$ cat src/rtl/multi_lane_beat_phasor_sequencer_top_macros.svh
// Assertion helpers shared by the sequencer RTL.
// Each macro samples on clk and is disabled while rst_n is low.
`ifndef MULTI_LANE_BEAT_PHASOR_SEQUENCER_TOP_MACROS_SVH
`define MULTI_LANE_BEAT_PHASOR_SEQUENCER_TOP_MACROS_SVH

`ifndef ASSERT_OFF
// Same-cycle implication.
`define MLBPS_ASSERT_IMP(lbl, ante, cons, msg) \
  lbl: assert property (@(posedge clk) disable iff (!rst_n) (ante) |-> (cons)) \
    else $error(msg);
// Next-cycle implication.
`define MLBPS_ASSERT_NXT(lbl, ante, cons, msg) \
  lbl: assert property (@(posedge clk) disable iff (!rst_n) (ante) |=> (cons)) \
    else $error(msg);
`else
`define MLBPS_ASSERT_IMP(lbl, ante, cons, msg)
`define MLBPS_ASSERT_NXT(lbl, ante, cons, msg)
`endif

`endif

$ cat src/rtl/mlbps_pkg.sv
package mlbps_pkg;

  // Default sizing
  localparam int LANES_DEF = 8;
  localparam int BPL_DEF   = 1024;

  // Field and datapath widths
  localparam int SRW   = 18;  // sample rate
  localparam int MSW   = 16;  // beat length in ms
  localparam int CDW   = 24;  // sample counts and seek position
  localparam int PHW   = 16;  // Q1.15 phase
  localparam int DVDW  = 42;  // divider dividend / quotient
  localparam int DVSW  = 24;  // divider divisor
  localparam int QFRAC = 15;
  localparam int PRW   = MSW + SRW;  // ms times sample rate

  // floor(x / 1000) as floor((x >> 3) * MS_RECIP >> MS_RECIP_SH), exact below 2^34
  localparam logic [31:0] MS_RECIP    = 32'd2199023256;
  localparam int          MS_RECIP_SH = 38;

  localparam logic [SRW-1:0]  SAMPLE_RATE_RST  = 18'd44100;
  localparam logic [CDW-1:0]  BEAT_SAMPLES_RST = 24'd44100;
  localparam logic [CDW-1:0]  CD_MAX           = 24'hFFFFFF;
  localparam logic [PHW-1:0]  DEAD_PHASE       = 16'h8000;
  localparam logic [PHW-1:0]  Q15_MAX          = 16'h7FFF;

  typedef enum logic [2:0] {
    FN_TICK   = 3'd0,
    FN_APPEND = 3'd1,
    FN_CLEAR  = 3'd2,
    FN_ARM    = 3'd3,
    FN_PLAY   = 3'd4,
    FN_PAUSE  = 3'd5,
    FN_STOP   = 3'd6,
    FN_SEEK   = 3'd7
  } func_t;

  typedef struct packed {
    func_t            func;
    logic [2:0]       lane;
    logic [MSW-1:0]   beat_ms;
    logic [CDW-1:0]   seek_ms;
  } in_item_t;

  typedef struct packed {
    logic [2:0]            lane_out;
    logic signed [PHW-1:0] phase_out;
    logic                  bang;
    logic                  rejected;
    logic                  last;
  } out_item_t;

  // Datapath operations issued by the controller, one per cycle
  typedef enum logic [5:0] {
    OP_NOP,
    OP_CAPTURE,
    OP_LANE_FIRST,
    OP_LANE_NEXT,
    OP_HALT,
    OP_PLAY,
    OP_APPEND,
    OP_CLEAR,
    OP_ARM_DEAD,
    OP_POS_ZERO,
    OP_SET_LIVE,
    OP_STOP_LANE,
    OP_RD_POS,
    OP_MUL_BEAT,
    OP_MUL_OFF,
    OP_DIV_MS,
    OP_DIV_Q,
    OP_SET_BEAT,
    OP_SET_OFF,
    OP_TK_ADV,
    OP_TK_DEC,
    OP_RES_Q,
    OP_RES_HELD,
    OP_RES_DEAD,
    OP_RES_BANG,
    OP_HOLD_Q,
    OP_HOLD_DEAD,
    OP_SK_START,
    OP_SK_RD,
    OP_SK_ACC,
    OP_SK_MISS,
    OP_EMIT_RES,
    OP_EMIT_ACK
  } dp_op_t;

  typedef struct packed {
    func_t func;
    logic  ok;
    logic  full;
    logic  cnt_nz;
    logic  alive;
    logic  playing;
    logic  cd_zero;
    logic  div_busy;
    logic  out_free;
    logic  lane_last;
    logic  lane_shown;
    logic  found;
    logic  sk_hit;
    logic  sk_end;
  } dp_sts_t;

  typedef enum logic [4:0] {
    ST_IDLE,
    ST_DISPATCH,
    ST_LANE,
    ST_Q_START,
    ST_Q_WAIT,
    ST_TK_EMIT,
    ST_LANE_END,
    ST_LD_RD,
    ST_LD_MUL,
    ST_LD_DIV,
    ST_LD_WAIT,
    ST_LD_DONE,
    ST_OFF_MUL,
    ST_OFF_DIV,
    ST_OFF_WAIT,
    ST_SK_RD,
    ST_SK_ACC,
    ST_SK_MISS,
    ST_ACK
  } ctrl_state_t;

endpackage

$ cat src/rtl/mlbps_ctrl.sv
`include "multi_lane_beat_phasor_sequencer_top_macros.svh"
module mlbps_ctrl
  import mlbps_pkg::*;
(
  input  logic    clk,
  input  logic    rst_n,
  input  logic    in_valid,
  output logic    in_ready,
  input  dp_sts_t sts,
  output dp_op_t  op
);

  ctrl_state_t state_r;
  ctrl_state_t state_nxt;

  always_ff @(posedge clk) begin
    if (!rst_n) begin
      state_r <= ST_IDLE;
    end else begin
      state_r <= state_nxt;
    end
  end

  // Next state
  always_comb begin
    state_nxt = state_r;
    case (state_r)
      ST_IDLE: begin
        if (in_valid) state_nxt = ST_DISPATCH;
      end
      ST_DISPATCH: begin
        case (sts.func)
          FN_TICK, FN_PAUSE, FN_STOP, FN_SEEK: state_nxt = ST_LANE;
          FN_ARM: begin
            if (sts.ok && sts.cnt_nz) state_nxt = ST_LD_RD;
            else state_nxt = ST_ACK;
          end
          default: state_nxt = ST_ACK;
        endcase
      end
      ST_LANE: begin
        case (sts.func)
          FN_TICK: begin
            if (!sts.playing || !sts.alive) state_nxt = ST_TK_EMIT;
            else if (sts.cd_zero) state_nxt = ST_LD_RD;
            else state_nxt = ST_Q_START;
          end
          FN_PAUSE: state_nxt = sts.alive ? ST_Q_START : ST_LANE_END;
          FN_STOP:  state_nxt = (sts.alive && sts.cnt_nz) ? ST_LD_RD : ST_LANE_END;
          FN_SEEK:  state_nxt = sts.cnt_nz ? ST_SK_RD : ST_LANE_END;
          default:  state_nxt = ST_ACK;
        endcase
      end
      ST_Q_START: state_nxt = ST_Q_WAIT;
      ST_Q_WAIT: begin
        if (!sts.div_busy) begin
          state_nxt = (sts.func == FN_TICK) ? ST_TK_EMIT : ST_LANE_END;
        end
      end
      ST_TK_EMIT: begin
        if (!sts.lane_shown || sts.out_free) state_nxt = ST_LANE_END;
      end
      ST_LANE_END: begin
        if (!sts.lane_last) state_nxt = ST_LANE;
        else if (sts.func == FN_TICK) state_nxt = ST_IDLE;
        else state_nxt = ST_ACK;
      end
      ST_LD_RD:  state_nxt = ST_LD_MUL;
      ST_LD_MUL: state_nxt = ST_LD_DIV;
      ST_LD_DIV: state_nxt = ST_LD_WAIT;
      ST_LD_WAIT: begin
        if (!sts.div_busy) state_nxt = ST_LD_DONE;
      end
      ST_LD_DONE: begin
        case (sts.func)
          FN_TICK: state_nxt = ST_TK_EMIT;
          FN_ARM:  state_nxt = ST_ACK;
          FN_SEEK: state_nxt = sts.found ? ST_OFF_MUL : ST_LANE_END;
          default: state_nxt = ST_LANE_END;
        endcase
      end
      ST_OFF_MUL: state_nxt = ST_OFF_DIV;
      ST_OFF_DIV: state_nxt = ST_OFF_WAIT;
      ST_OFF_WAIT: begin
        if (!sts.div_busy) state_nxt = ST_LANE_END;
      end
      ST_SK_RD: state_nxt = ST_SK_ACC;
      ST_SK_ACC: begin
        if (sts.sk_hit) state_nxt = ST_LD_RD;
        else if (sts.sk_end) state_nxt = ST_SK_MISS;
        else state_nxt = ST_SK_RD;
      end
      ST_SK_MISS: state_nxt = ST_LD_RD;
      ST_ACK: begin
        if (sts.out_free) state_nxt = ST_IDLE;
      end
      default: state_nxt = ST_IDLE;
    endcase
  end

  // Datapath operation
  always_comb begin
    op = OP_NOP;
    case (state_r)
      ST_IDLE: begin
        if (in_valid) op = OP_CAPTURE;
      end
      ST_DISPATCH: begin
        case (sts.func)
          FN_TICK, FN_SEEK:  op = OP_LANE_FIRST;
          FN_PAUSE, FN_STOP: op = OP_HALT;
          FN_APPEND:         op = OP_APPEND;
          FN_CLEAR:          op = OP_CLEAR;
          FN_PLAY:           op = OP_PLAY;
          FN_ARM: begin
            if (sts.ok) op = sts.cnt_nz ? OP_POS_ZERO : OP_ARM_DEAD;
          end
          default: op = OP_NOP;
        endcase
      end
      ST_LANE: begin
        case (sts.func)
          FN_TICK: begin
            if (!sts.playing) op = OP_RES_HELD;
            else if (!sts.alive) op = OP_RES_DEAD;
            else if (sts.cd_zero) op = OP_TK_ADV;
            else op = OP_TK_DEC;
          end
          FN_PAUSE: begin
            if (!sts.alive) op = OP_HOLD_DEAD;
          end
          FN_STOP: op = OP_STOP_LANE;
          FN_SEEK: op = sts.cnt_nz ? OP_SK_START : OP_SK_MISS;
          default: op = OP_NOP;
        endcase
      end
      ST_Q_START: op = OP_DIV_Q;
      ST_Q_WAIT: begin
        if (!sts.div_busy) op = (sts.func == FN_TICK) ? OP_RES_Q : OP_HOLD_Q;
      end
      ST_TK_EMIT: begin
        if (sts.lane_shown && sts.out_free) op = OP_EMIT_RES;
      end
      ST_LANE_END: begin
        if (!sts.lane_last) op = OP_LANE_NEXT;
      end
      ST_LD_RD:  op = OP_RD_POS;
      ST_LD_MUL: op = OP_MUL_BEAT;
      ST_LD_DIV: op = OP_DIV_MS;
      ST_LD_WAIT: begin
        if (!sts.div_busy) op = OP_SET_BEAT;
      end
      ST_LD_DONE: begin
        case (sts.func)
          FN_TICK: op = OP_RES_BANG;
          FN_ARM:  op = OP_SET_LIVE;
          default: op = OP_NOP;
        endcase
      end
      ST_OFF_MUL: op = OP_MUL_OFF;
      ST_OFF_DIV: op = OP_DIV_MS;
      ST_OFF_WAIT: begin
        if (!sts.div_busy) op = OP_SET_OFF;
      end
      ST_SK_RD:   op = OP_SK_RD;
      ST_SK_ACC:  op = OP_SK_ACC;
      ST_SK_MISS: op = OP_SK_MISS;
      ST_ACK: begin
        if (sts.out_free) op = OP_EMIT_ACK;
      end
      default: op = OP_NOP;
    endcase
  end

  assign in_ready = state_r == ST_IDLE;

  `MLBPS_ASSERT_IMP(a_div_idle, (op == OP_DIV_MS || op == OP_DIV_Q), !sts.div_busy, "divider started while busy")
  `MLBPS_ASSERT_IMP(a_emit_free, (op == OP_EMIT_RES || op == OP_EMIT_ACK), sts.out_free, "result emitted over a pending one")
  `MLBPS_ASSERT_NXT(a_accept_dispatch, (in_valid && in_ready), (state_r == ST_DISPATCH), "accepted transaction not dispatched")

endmodule

$ cat config.mk
export PLATFORM = sky130hd
export DESIGN_NAME = mlbps_ctrl
export DESIGN_NICKNAME = d
export VERILOG_FILES = /design/src/rtl/mlbps_pkg.sv /design/src/rtl/mlbps_ctrl.sv
export VERILOG_INCLUDE_DIRS = /design/src /design/src/rtl
export SDC_FILE = /design/constraint.sdc
export NUM_CORES = 1
export LEC_CHECK = 0
export ABC_AREA = 1
export BUFFER_PORTS_ARGS = -buffer_cell sky130_fd_sc_hd__buf_2
export CAP_MARGIN = 25
export CELL_PAD_IN_SITES_DETAIL_PLACEMENT = 1
export CELL_PAD_IN_SITES_GLOBAL_PLACEMENT = 1
export CORE_MARGIN = 10
export CORE_UTILIZATION = 31
export DETAILED_ROUTE_END_ITERATION = 12
export PLACE_DENSITY_LB_ADDON = 0.1
export SLEW_MARGIN = 0
export SYNTH_ARGS = -nofsm -noshare
export SYNTH_HDL_FRONTEND = slang
export SYNTH_SLANG_ARGS = --single-unit
export TNS_END_PERCENT = 1
$ cat constraint.sdc
create_clock -name clk -period 1.63 [get_ports clk]
set_input_delay 0.4075 -clock clk [delete_from_list [all_inputs] [get_ports clk]]
set_output_delay 0.4075 -clock clk [all_outputs]
set_load 0.01 [all_outputs]
* Word-level counts from Yosys, hierarchy flattened
Index checks and enable logic that the tools add are counted.
** Word-level totals
- Logic and storage cells :: 88
- Bits in registers :: 5
- Input port bits :: 19
** Operators by class
- Mux-type cells :: 41
- Equality and inequality tests :: 31
- Reductions and logical operators :: 15
** Operators by type and width (count)
- $pmux 6 s18 :: 1
- $pmux 5 s19 :: 1
- $mux 5 :: 16
- $eq 5x4->1 const B :: 8
- $pmux 6 s6 :: 1
- $pmux 6 s4 :: 1
- $mux 3 :: 7
- $eq 5x3->1 const B :: 4
- $pmux 5 s2 :: 2
- $pmux 5 s4 :: 1
- $mux 4 :: 4
- $eq 5x5->1 const B :: 3
- $pmux 5 s3 :: 1
- $eq 3x3->1 const B :: 4
- $ne 2x2->1 const B :: 6
- $eq 5x2->1 const B :: 2
- $eq 3x2->1 const B :: 2
- $mux 6 :: 1
- $reduce_and 6->1 :: 1
- $reduce_or 2->1 :: 3
- $eq 5x1->1 const B :: 1
- $logic_not 5->1 :: 1
- $mux 2 :: 2
- $reduce_or 4->1 :: 1
- 6 further kinds :: 13

* Logic depth before layout (Yosys ltp)
Gate-level depths: netlist of the first run.
- Word-level depth :: 5
- Depth in mapped cells :: 11
- Depth with buffers taken out :: 10

* Least setup slack after synthesis of the first run
Ideal clock, no wire load.
- Path kind :: input to output
- From :: in sts[15] (netlist name)
- To :: out op[4]
- Slack :: -0.133 ns
- Path buffers :: 1
- Arrival :: 1.355 ns
- Data required time :: 1.222 ns
- Stages on the path :: 8
- Path through :: buf_4 -> inv_1 -> nand2_1 -> inv_1 -> nor2_1 -> a21oi_1 -> nor4_1 -> nand2_1
** Between the ends
- Word-level cells in the longest chain between the ends :: 3
- Elaborated cells between the ends (all ways) :: 8
** RTL lines
- start: declaration :: line mlbps_ctrl.sv:9 : input dp_sts_t sts,
- $eq 3x3->1 (tied with other cells) :: line mlbps_ctrl.sv:109, mlbps_ctrl.sv:122
- $pmux 6 s4 or $pmux 5 s2 (tied branches) :: line mlbps_ctrl.sv:122, mlbps_ctrl.sv:154
- $pmux 6 s18 (*) :: line mlbps_ctrl.sv:104 : case (state_r)
- end: declaration :: line mlbps_ctrl.sv:10 : output dp_op_t op
Mark *: on every way between the ends. The rest lies on a longest branch, timed or not.

* Worst setup path after layout of the first run
- From :: reg state_r[4]
- To :: out op[4]
** Between the ends
- Word-level cells in the longest chain between the ends :: 3
- Elaborated cells between the ends (all ways) :: 21
** RTL lines
- start: declaration :: line mlbps_ctrl.sv:13 : ctrl_state_t state_r;
- start signal: assignment :: line mlbps_ctrl.sv:20 : state_r <= state_nxt;
- $eq 5x4->1 :: line mlbps_ctrl.sv:104
- $reduce_or 2->1 (no line)
- $pmux 6 s18 (*) :: line mlbps_ctrl.sv:104
Marked as above.

==> run_results.csv, run 1 <==
group,metric,value,unit
global_route,antenna_found_initial,0,
setup_path,cp_max_fo,5,
cts,cts.sink_count,5,
floorplan,start_util,32.60,%
setup_path,cp.required,1220,ps
timing,setup_violations,9,
floorplan,boundaryPins,26,
synthesis,synth.net_count,236,
status,status,"complete, but fails checks",
placement,post_detailed_placement_cell_area,1693,um^2
synthesis,syn-cell-area,1114,um^2
synthesis,postSynth.asyncResetShare,0,%
timing,final.setup_skew,14.54,ps
timing,slew_headroom,69.57,%
layout,fin_util,58.06,%
layout,top_regs,"state_r: 5 flops",
timing,fmaxAchievable,481.6,MHz
setup_path,timing.setup.critical_path_class,"reg -> out",
cts,maximum_level_of_the_cts_h_tree,1,
layout,max_flop_register,"state_r",
layout,post_route_cells_drive_above_1_share,48.52,%
routing,drcViolationCount,0,
power,power.share.switching,50.83,%
power,power_frac_comb,82.8,%
worst_hold_path,min_delay_path_depth,3,
floorplan,rows,21,
setup_path,worst_setup_path_endpoint,"op[4]",
layout,antenna_cells_inserted,0,
power,clock_power_share,6.4,%
layout,max_ffs_per_register,5,
synthesis,postSynthAreaPerCell,5.132,um^2
setup_path,critical_path.reg2reg.startpoint,"state_r[0]$_SDFFE_PN0P_",
timing,post-route-min-period,2077,ps
setup_path,worst_setup_path_end_kind,"primary output",
cts,clk_transition_reported_paths,60,ps
timing,slew_violations,0,
synthesis,ys_dominant_reg_cell,"dfxtp_1",
placement,detailed_place_hpwl,4228,um
setup_path,start_kind,"flop",
synthesis,synth.lib_cells_used.distinct,24,
timing,unrepaired_setup_endpoints_after_global_routing,"true",
cts,tritoncts,"done",
cts,cts_buffer_depth,2,
placement,gpl_wtd_cong,0.8642,
routing,drt-wirelength-per-cell,17.68,um
floorplan,core_area,3416,um^2
flow_run,max_cap_violations,0,
routing,drt_wl_total,6207,um
setup_path,cp_data_arrival_time,1670,ps
timing,hold-worst-slack,460.8,ps
floorplan,fp.dieArea,6390,um^2
power,cellLeakagePower,0.001085,uW
timing,timing.final.crit_share,127.4,%
synthesis,netlist_instances,217,
cts,numCtsBuffers,3,
layout,area_delta_synth_final,78.09,%
setup_path,crit-reg2reg-capture,"state_r[4]$_SDFFE_PN0P_",
routing,post_drt_via_cell_ratio,5.322,
cts,cts-root-buf,"clkbuf_4",
timing,worstMarginPinSlew,453.0,ps
global_route,grt_pass1_wl,8687,um
routing,drtIter0Drc,140,
worst_hold_path,hold_path.class,"in -> reg",
power,power.density_cell_area,1225,nW/um^2
setup_path,r2r_worst_path_depth,11,
timing,setup_tns_final,-2468,ps
power,part_of_the_total_power_dissipated_in_sequential_elements,10.8,%
routing,drt-pass1-iter-count,4,
synthesis,ys.warnings.count,0,
routing,ant_nets,0,
cts,postCtsHoldBufs,0,
layout,final_area,1983,um^2
floorplan,die_x,79.94,um
placement,numPlacedInstances,337,
global_route,grt_max_degree,9,
global_route,number_of_global_route_vias_before_repair,1878,
power,netSwitchingPower,1235,uW
synthesis,synth.ff_latch_count,5,
timing,hold_viol,0,
floorplan,die_h,79.94,um
synthesis,seq_area_frac_synth,8.989,%
routing,route.vias.total,1868,
timing,final.setup.worst_slack,-446.6,ps
global_route,grt.total_usage,16.65,%
power,ir_worst_vdd,0.0007171,V
cts,clock_insertion_delay_worst_skew,260,ps
power,p_int,1195,uW
global_route,globalRoute.totalOverflow,0,
status,failed_checks,"setup timing",
setup_path,reg2reg_slack,-40,ps
synthesis,number_of_flops_mapped_to_enable_cells_by_yosys,0,
setup_path,setup.worst_path.start,"state_r[4]$_SDFFE_PN0P_",
layout,final_cell_count_no_fill,351,
placement,count_of_input_and_output_buffers,24,
layout,nNetsFinal,325,
cells in the final DEF, fill, tap and decap left out, types with 6 or more instances in the layout:
master / count
inv_2: 6
nor2_1: 31
inv_1: 25
nand4_1: 8
nor2_2: 6
nand2_1: 43
o21ai_0: 8
buf_4: 60
nor2_4: 10
nand3_1: 26
buf_2: 24
nand2_2: 7
layout make-up:
cell class / count / area, um^2
timing repair buffer: 88 / 624.3
fill: 510 / 1433
clock buffer: 4 / 26.28
sequential: 5 / 118.9
inverter: 34 / 137.6
multi-input combinational: 174 / 1018
tap: 46 / 57.56
power groups by stage:
stage | Sequential (uW) | Combinational [uW] | Clock (uW)
after global routing | 266 | 2150 | 170
after detailed placement | 224 | 1570 | 0
after global placement | 222 | 1550 | 0
final | 262 | 2010 | 156
after CTS | 243 | 1700 | 146
after floorplan | 192 | 831 | 0
worst min-delay path by stage:
stage                                 start                      end  slack [ps]
CTS                                   rst_n  state_r[4]$_SDFFE_PN0P_         430
global route                          rst_n  state_r[4]$_SDFFE_PN0P_         460
detailed placement  state_r[1]$_SDFFE_PN0P_  state_r[1]$_SDFFE_PN0P_         580
global placement    state_r[1]$_SDFFE_PN0P_  state_r[1]$_SDFFE_PN0P_         570
floorplan                             rst_n  state_r[4]$_SDFFE_PN0P_         510
finish                                rst_n  state_r[4]$_SDFFE_PN0P_         460
stage by stage:
stage / setup WS, ps / total power (uW)
2_1_floorplan: -0.7172 / 1023
4_1_cts: -329.6 / 2086
5_1_grt: -498.7 / 2588
6_report: -446.6 / 2430
3_5_place_dp: -290.8 / 1797
3_3_place_gp: -250.0 / 1772
critical path: stages, from the launching register on:
cell	delay, ps
dfxtp_4	370
buf_12	140
buf_4	130
nand3_1	160
o21ai_1	170
nor3_2	220
nand2_1	80
buf_2	150
cells by family (layout without fill, tap and decap cells):
group	Yosys count	after routing	share of synthesized area, %
AND/OR/NAND/NOR	152	152	65.84
buffers and inverters	38	126	14.16
AO/OA/AOI/OAI	22	22	11.01
flip-flops	5	5	8.989
metal layers:
layer	GRT usage, %	vias to the layer above	wire, um
met4	2.289	0	221
met2	28.17	69	2898
li1	-	887	-
met1	22.07	894	2747
met3	2.252	18	339
met5	0	-	0
repair_timing:
item,in CTS,in global routing
setup endpoints to repair,7,10
pin swaps,7,15
setup buffers,3,7
resized for setup,29,27
synth_stat cells, types with 2 or more instances:
| library cell | count | area [um^2] |
|---|---|---|
| inv_4 | 2 | 12.51 |
| buf_2 | 2 | 10.01 |
| nand4_1 | 8 | 50.05 |
| nor2_2 | 6 | 37.54 |
| nor2_4 | 5 | 56.30 |
| nand2_1 | 50 | 187.7 |
| a21oi_1 | 5 | 25.02 |
| nand2_2 | 4 | 25.02 |
| o21ai_0 | 10 | 50.05 |
| nor2_1 | 36 | 135.1 |
| o22ai_1 | 2 | 12.51 |
| dfxtp_1 | 5 | 100.1 |
| a31oi_1 | 3 | 18.77 |
| nand3_1 | 30 | 150.1 |
| nor3_1 | 5 | 25.02 |
| nor4_1 | 4 | 25.02 |
| inv_1 | 32 | 120.1 |
| buf_4 | 2 | 15.01 |
No activity file was read; power rests on OpenSTA's default activity.
==> inputs of run 2 (changes only) <==
--- a/config.mk
+++ b/config.mk
@@ -11,7 +11,7 @@
 export CAP_MARGIN = 25
 export CELL_PAD_IN_SITES_DETAIL_PLACEMENT = 1
 export CELL_PAD_IN_SITES_GLOBAL_PLACEMENT = 1
-export CORE_MARGIN = 10
+export CORE_MARGIN = 4
 export CORE_UTILIZATION = 31
 export DETAILED_ROUTE_END_ITERATION = 12
 export PLACE_DENSITY_LB_ADDON = 0.1
==> run 2 against run 1 <==
The run still ends with setup timing left; count of clock-buffer cells in the layout unchanged; combinational power about the same; cell area increased by 0.25%; wire length increased by 9.9%.
==> run_results.csv, run 2 (synthesis results as in run 1) <==
group,metric,value,unit
status,status,"complete, but fails checks",
status,failed_checks,"setup timing",
worst_hold_path,min_delay_path_depth,3,
floorplan,die_h,67.94,um
timing,fmaxAchievable,459.2,MHz
cts,clk_transition_reported_paths,50,ps
setup_path,cp.required,1220,ps
setup_path,critical_path.reg2reg.startpoint,"state_r[1]$_SDFFE_PN0P_",
layout,max_ffs_per_register,5,
cts,cts.sink_count,5,
cts,maximum_level_of_the_cts_h_tree,1,
setup_path,start_kind,"flop",
global_route,number_of_global_route_vias_before_repair,1910,
floorplan,start_util,32.85,%
timing,timing.final.crit_share,133.6,%
cts,numCtsBuffers,3,
global_route,grt_max_degree,8,
layout,post_route_cells_drive_above_1_share,49.67,%
timing,slew_violations,0,
timing,post-route-min-period,2178,ps
timing,hold-worst-slack,381.6,ps
timing,setup_tns_final,-2716,ps
floorplan,rows,21,
worst_hold_path,min_from,"rst_n",
layout,layout_commonest_cell,"buf_4",
routing,drcViolationCount,0,
setup_path,critical-path-top-cell-by-count,"buf_4",
cts,cts_buffer_depth,2,
routing,drt_wl_total,6824,um
setup_path,crit-reg2reg-capture,"state_r[4]$_SDFFE_PN0P_",
timing,unrepaired_setup_endpoints_after_global_routing,"true",
worst_hold_path,hold_path.class,"in -> reg",
setup_path,critPathSlowestCell,"dfxtp_4",
setup_path,setup.worst_path.start,"state_r[1]$_SDFFE_PN0P_",
floorplan,die_x,67.94,um
global_route,grt_pass1_wl,9535,um
setup_path,cp_max_fo,7,
cts,tritoncts,"done",
routing,drt-pass1-iter-count,4,
power,part_of_the_total_power_dissipated_in_sequential_elements,10.7,%
layout,antenna_cells_inserted,0,
power,clock_power_share,6.6,%
routing,post_drt_via_cell_ratio,5.474,
timing,slew_headroom,72.95,%
placement,dp_worst_setup_slack,-285.0,ps
global_route,globalRoute.totalOverflow,0,
flow_run,max_cap_violations,0,
cts,cts-root-buf,"clkbuf_4",
routing,drtIter0Drc,134,
setup_path,cp_data_arrival_time,1770,ps
timing,final.setup_skew,11.34,ps
floorplan,core_area,3390,um^2
cts,postCtsHoldBufs,0,
routing,ant_nets,0,
timing,setup_violations,8,
layout,most-common-layout-cells,"buf_4 (59), nand2_1 (41), nor2_1 (30), inv_1 (27), nand3_1 (24)",
floorplan,fp.dieArea,4615,um^2
placement,count_of_input_and_output_buffers,24,
power,p_int,1151,uW
routing,drt-wirelength-per-cell,19.50,um
power,cellLeakagePower,0.001103,uW
setup_path,timing.critical_path.slowest_cell_delay,380,ps
layout,max_flop_register,"state_r",
worst_hold_path,hold-path-endpoint,"state_r[4]$_SDFFE_PN0P_",
timing,worstMarginPinSlew,404.3,ps
floorplan,boundaryPins,26,
setup_path,timing.setup.critical_path_class,"reg -> out",
routing,route.vias.total,1916,
timing,hold_viol,0,
layout,top_regs,"state_r: 5 flops",
power,power_frac_comb,82.7,%
global_route,grt.total_usage,27.77,%
power,power.share.switching,53.43,%
layout,nNetsFinal,324,
setup_path,r2r_worst_path_depth,12,
power,ir_worst_vdd,0.0005845,V
layout,area_delta_synth_final,78.54,%
power,netSwitchingPower,1320,uW
setup_path,reg2reg_slack,-140,ps
global_route,antenna_found_initial,0,
placement,detailed_place_hpwl,4250,um
timing,final.setup.worst_slack,-547.6,ps
cts,clock_insertion_delay_worst_skew,260,ps
setup_path,worst_setup_path_end_kind,"primary output",
setup_path,cells_along_the_critical_path,"buf_4, nand2_4, nor2_4, buf_4, nand2_2, nor2_1, nor3_1, nand3_1, buf_2",
placement,gpl_wtd_cong,0.9642,
power,power.density_cell_area,1243,nW/um^2
==> run 2: layout make-up <==
cell class	count	area (um^2)
inverters	34	135.1
repair buffers	87	614.3
flip-flops and latches	5	116.4
fillers	476	1401
multi-input cells	174	1039
clock buffers	4	26.28
well taps	46	57.56
==> run 2: metal layers <==
layer	global-route usage [%]	routed length [um]
met3	4.762	334
met5	0	0
met2	46.09	3397
met1	34.50	2787
met4	13.15	303
==> run 2: per-stage QoR <==
step	utilization, %	total power [uW]	instance area, um^2	cells
3_5_place_dp	50.68	1791	1718	342
3_3_place_gp	50.68	1751	1718	342
4_1_cts	56.40	2200	1912	349
5_1_grt	58.66	2577	1988	350
2_1_floorplan	-	1023	1122	217
6_report	58.66	2471	1988	350
==> run 2: power groups by stage <==
stage               registers (uW)  logic (uW)  clock network (uW)
CTS                            250        1790                 156
floorplan                      192         831                   0
finish                         264        2040                 164
global placement               223        1530                   0
global route                   269        2140                 166
detailed placement             225        1570                   0
==> run 2: worst max-delay path by stage <==
stage / slack [ps] / end
after detailed placement: -290 / op[2]
after floorplan: -0.7 / op[0]
after global placement: -280 / op[3]
after global routing: -590 / op[1]
after CTS: -360 / op[1]
final: -550 / op[1]
==> run 2: what timing repair did <==
action,CTS,global route
pin swaps,10,7
gates resized for setup,41,21
setup endpoints to repair,11,11
setup buffers,3,1
cloned,0,0
==> run 2: critical path, delay by kind of cell, from the launching register on <==
| kind | cells | cell delay [ps] |
|---|---|---|
| buf+inv | 3 | 460 |
| simple gates | 6 | 680 |
| flops | 1 | 380 |
==> inputs of run 3 (changes only) <==
--- a/config.mk
+++ b/config.mk
@@ -11,8 +11,8 @@
 export CAP_MARGIN = 25
 export CELL_PAD_IN_SITES_DETAIL_PLACEMENT = 1
 export CELL_PAD_IN_SITES_GLOBAL_PLACEMENT = 1
-export CORE_MARGIN = 4
-export CORE_UTILIZATION = 31
+export CORE_MARGIN = 2
+export CORE_UTILIZATION = 35
 export DETAILED_ROUTE_END_ITERATION = 12
 export PLACE_DENSITY_LB_ADDON = 0.1
 export SLEW_MARGIN = 0
==> constraint.sdc (replaced) <==
create_clock -name clk -period 2.3 [get_ports clk]
set_input_delay 0.575 -clock clk [delete_from_list [all_inputs] [get_ports clk]]
set_output_delay 0.575 -clock clk [all_outputs]
set_load 0.01 [all_outputs]
==> run 3 against run 2 <==
Count of clock-buffer cells in the layout stayed put; global-route usage is 1.7 points lower; cell area is 25% lower; via count down 18%; the run now ends clean.
==> run_results.csv, run 3 (synthesis results as in run 1) <==
group,metric,value,unit
floorplan,rows,20,
routing,drt-wirelength-per-cell,14.21,um
cts,cts-root-buf,"clkbuf_4",
routing,post_drt_via_cell_ratio,5.178,
setup_path,cp_data_arrival_time,1680,ps
floorplan,die_x,60.41,um
setup_path,start_kind,"flop",
setup_path,cp_max_fo,8,
cts,postCtsHoldBufs,0,
global_route,globalRoute.totalOverflow,0,
power,ir_worst_vdd,0.0004488,V
cts,clock_insertion_delay_worst_skew,240,ps
cts,clk_transition_reported_paths,50,ps
layout,post_route_cells_drive_above_1_share,30.77,%
timing,post-route-min-period,2254,ps
timing,final.setup.worst_slack,46.28,ps
setup_path,crit-reg2reg-capture,"state_r[0]$_SDFFE_PN0P_",
cts,cts_buffer_depth,2,
timing,hold-worst-slack,543.7,ps
global_route,number_of_global_route_vias_before_repair,1483,
cts,post_cts_setup_repair_buffer_count,0,
global_route,grt_max_degree,9,
routing,drt_wl_total,4321,um
setup_path,timing.critical_path.slowest_cell_delay,390,ps
timing,setup_tns_final,0,ps
layout,most-common-layout-cells,"nand2_1 (48), nor2_1 (35), inv_1 (31), nand3_1 (29), buf_2 (24)",
timing,timing.final.crit_share,97.99,%
timing,slew_headroom,81.00,%
floorplan,die_h,60.41,um
setup_path,cp.required,1730,ps
setup_path,critical-path-top-cell-by-count,"nand2_2",
setup_path,cells_along_the_critical_path,"inv_1, nand2_2, nor2_4, buf_4, nand2_2, nor2_1, nor3_1, nand3_1, buf_2",
timing,setup_violations,0,
layout,area_delta_synth_final,33.37,%
routing,drcViolationCount,0,
floorplan,boundaryPins,26,
worst_hold_path,hold-path-endpoint,"state_r[4]$_SDFFE_PN0P_",
cts,cts.sink_count,5,
power,cellLeakagePower,0.0008384,uW
cts,maximum_level_of_the_cts_h_tree,1,
worst_hold_path,min_delay_path_depth,3,
floorplan,start_util,36.78,%
power,power.density_cell_area,797.8,nW/um^2
layout,top_regs,"state_r: 5 flops",
setup_path,timing.setup.critical_path_class,"reg -> out",
placement,dp_worst_setup_slack,-21.80,ps
setup_path,worst_setup_path_end_kind,"primary output",
routing,route.vias.total,1574,
worst_hold_path,hold_path.class,"in -> reg",
layout,antenna_cells_inserted,0,
global_route,antenna_found_initial,0,
floorplan,core_area,3028,um^2
flow_run,max_cap_violations,0,
routing,drt-pass1-iter-count,4,
timing,fmaxAchievable,443.7,MHz
setup_path,critPathSlowestCell,"dfxtp_4",
placement,detailed_place_hpwl,3630,um
setup_path,r2r_worst_path_depth,11,
routing,ant_nets,0,
global_route,grt.total_usage,26.08,%
routing,drtIter0Drc,104,
setup_path,critical_path.reg2reg.startpoint,"state_r[0]$_SDFFE_PN0P_",
layout,nNetsFinal,280,
floorplan,fp.dieArea,3649,um^2
layout,final_area,1485,um^2
placement,gpl_wtd_cong,0.9745,
layout,max_ffs_per_register,5,
timing,hold_viol,0,
timing,unrepaired_setup_endpoints_after_global_routing,"true",
timing,worstMarginPinSlew,282.1,ps
status,status,"finished clean",
setup_path,reg2reg_slack,760,ps
cts,tritoncts,"done",
layout,max_flop_register,"state_r",
timing,slew_violations,0,
layout,layout_commonest_cell,"nand2_1",
timing,final.setup_skew,1.362,ps
global_route,grt_pass1_wl,7079,um
cts,numCtsBuffers,3,
placement,count_of_input_and_output_buffers,24,
worst_hold_path,min_from,"rst_n",
placement,post_detailed_placement_cell_area,1406,um^2
## run 3: cell count changes in the layout (fill, tap and decap cells not counted), moves of 3 or more
cell	delta
buf_4	-40
nand2_1	+7
buf_6	-5
nand2_4	-5
nand3_1	+5
nand3_2	-5
nor2_1	+5
inv_1	+4
nor2_4	-4
inv_2	-3
o21ai_0	+3
## run 3: worst max-delay path by stage
| stage | start | end | slack (ps) |
|---|---|---|---|
| after CTS | state_r[1]$_SDFFE_PN0P_ | op[2] | 10 |
| after global routing | state_r[0]$_SDFFE_PN0P_ | op[0] | -30 |
| after detailed placement | sts[15] | op[4] | -20 |
| final | state_r[0]$_SDFFE_PN0P_ | op[1] | 50 |
| after global placement | sts[13] | op[0] | 10 |
| after floorplan | sts[15] | op[4] | 200 |
## run 3: layout make-up
type / count / area (um^2)
fill: 459 / 1543
tap: 44 / 55.05
sequential: 5 / 116.4
inverter: 34 / 132.6
timing repair buffer: 43 / 262.8
clock buffer: 4 / 26.28
multi-input combinational: 174 / 892.1
## run 3: per-layer routing
| metal | vias to the layer above | share of wire (%) | routed length [um] | GRT usage (%) |
|---|---|---|---|---|
| met1 | 722 | 46 | 1999 | 37.05 |
| met4 | 0 | 0.90 | 39 | 2.857 |
| met5 | - | 0 | 0 | 0 |
| met3 | 4 | 7.1 | 305 | 5.330 |
| met2 | 50 | 46 | 1977 | 42.08 |
| li1 | 798 | - | - | - |
## run 3: repair_timing
item | 4_1_cts | 5_1_grt
endpoints found under the setup margin | 5 | 5
pin swaps | 0 | 1
resized for setup | 8 | 11
## run 3: through the flow
stage	power, uW	instances	utilization, %
final	1185	304	49.05
after global routing	1296	304	49.05
after CTS	1159	304	48.02
after detailed placement	1028	300	46.45
after global placement	1019	300	46.45
after floorplan	722.7	217	-
## run 3: critical path: cells and delay by family, from the launching register on
kind / cells / cell delay, ps
DFF: 1 / 390
and+or+nand+nor: 6 / 660
buffers and inverters: 3 / 380
## run 3: where the power goes
part | leakage [uW] | switching (uW) | internal, uW
clock network | 0.0000150 | 38.3 | 65.7
logic | 0.000779 | 547 | 343
registers | 0.0000442 | 65.6 | 125
total | 0.000838 | 651 | 534
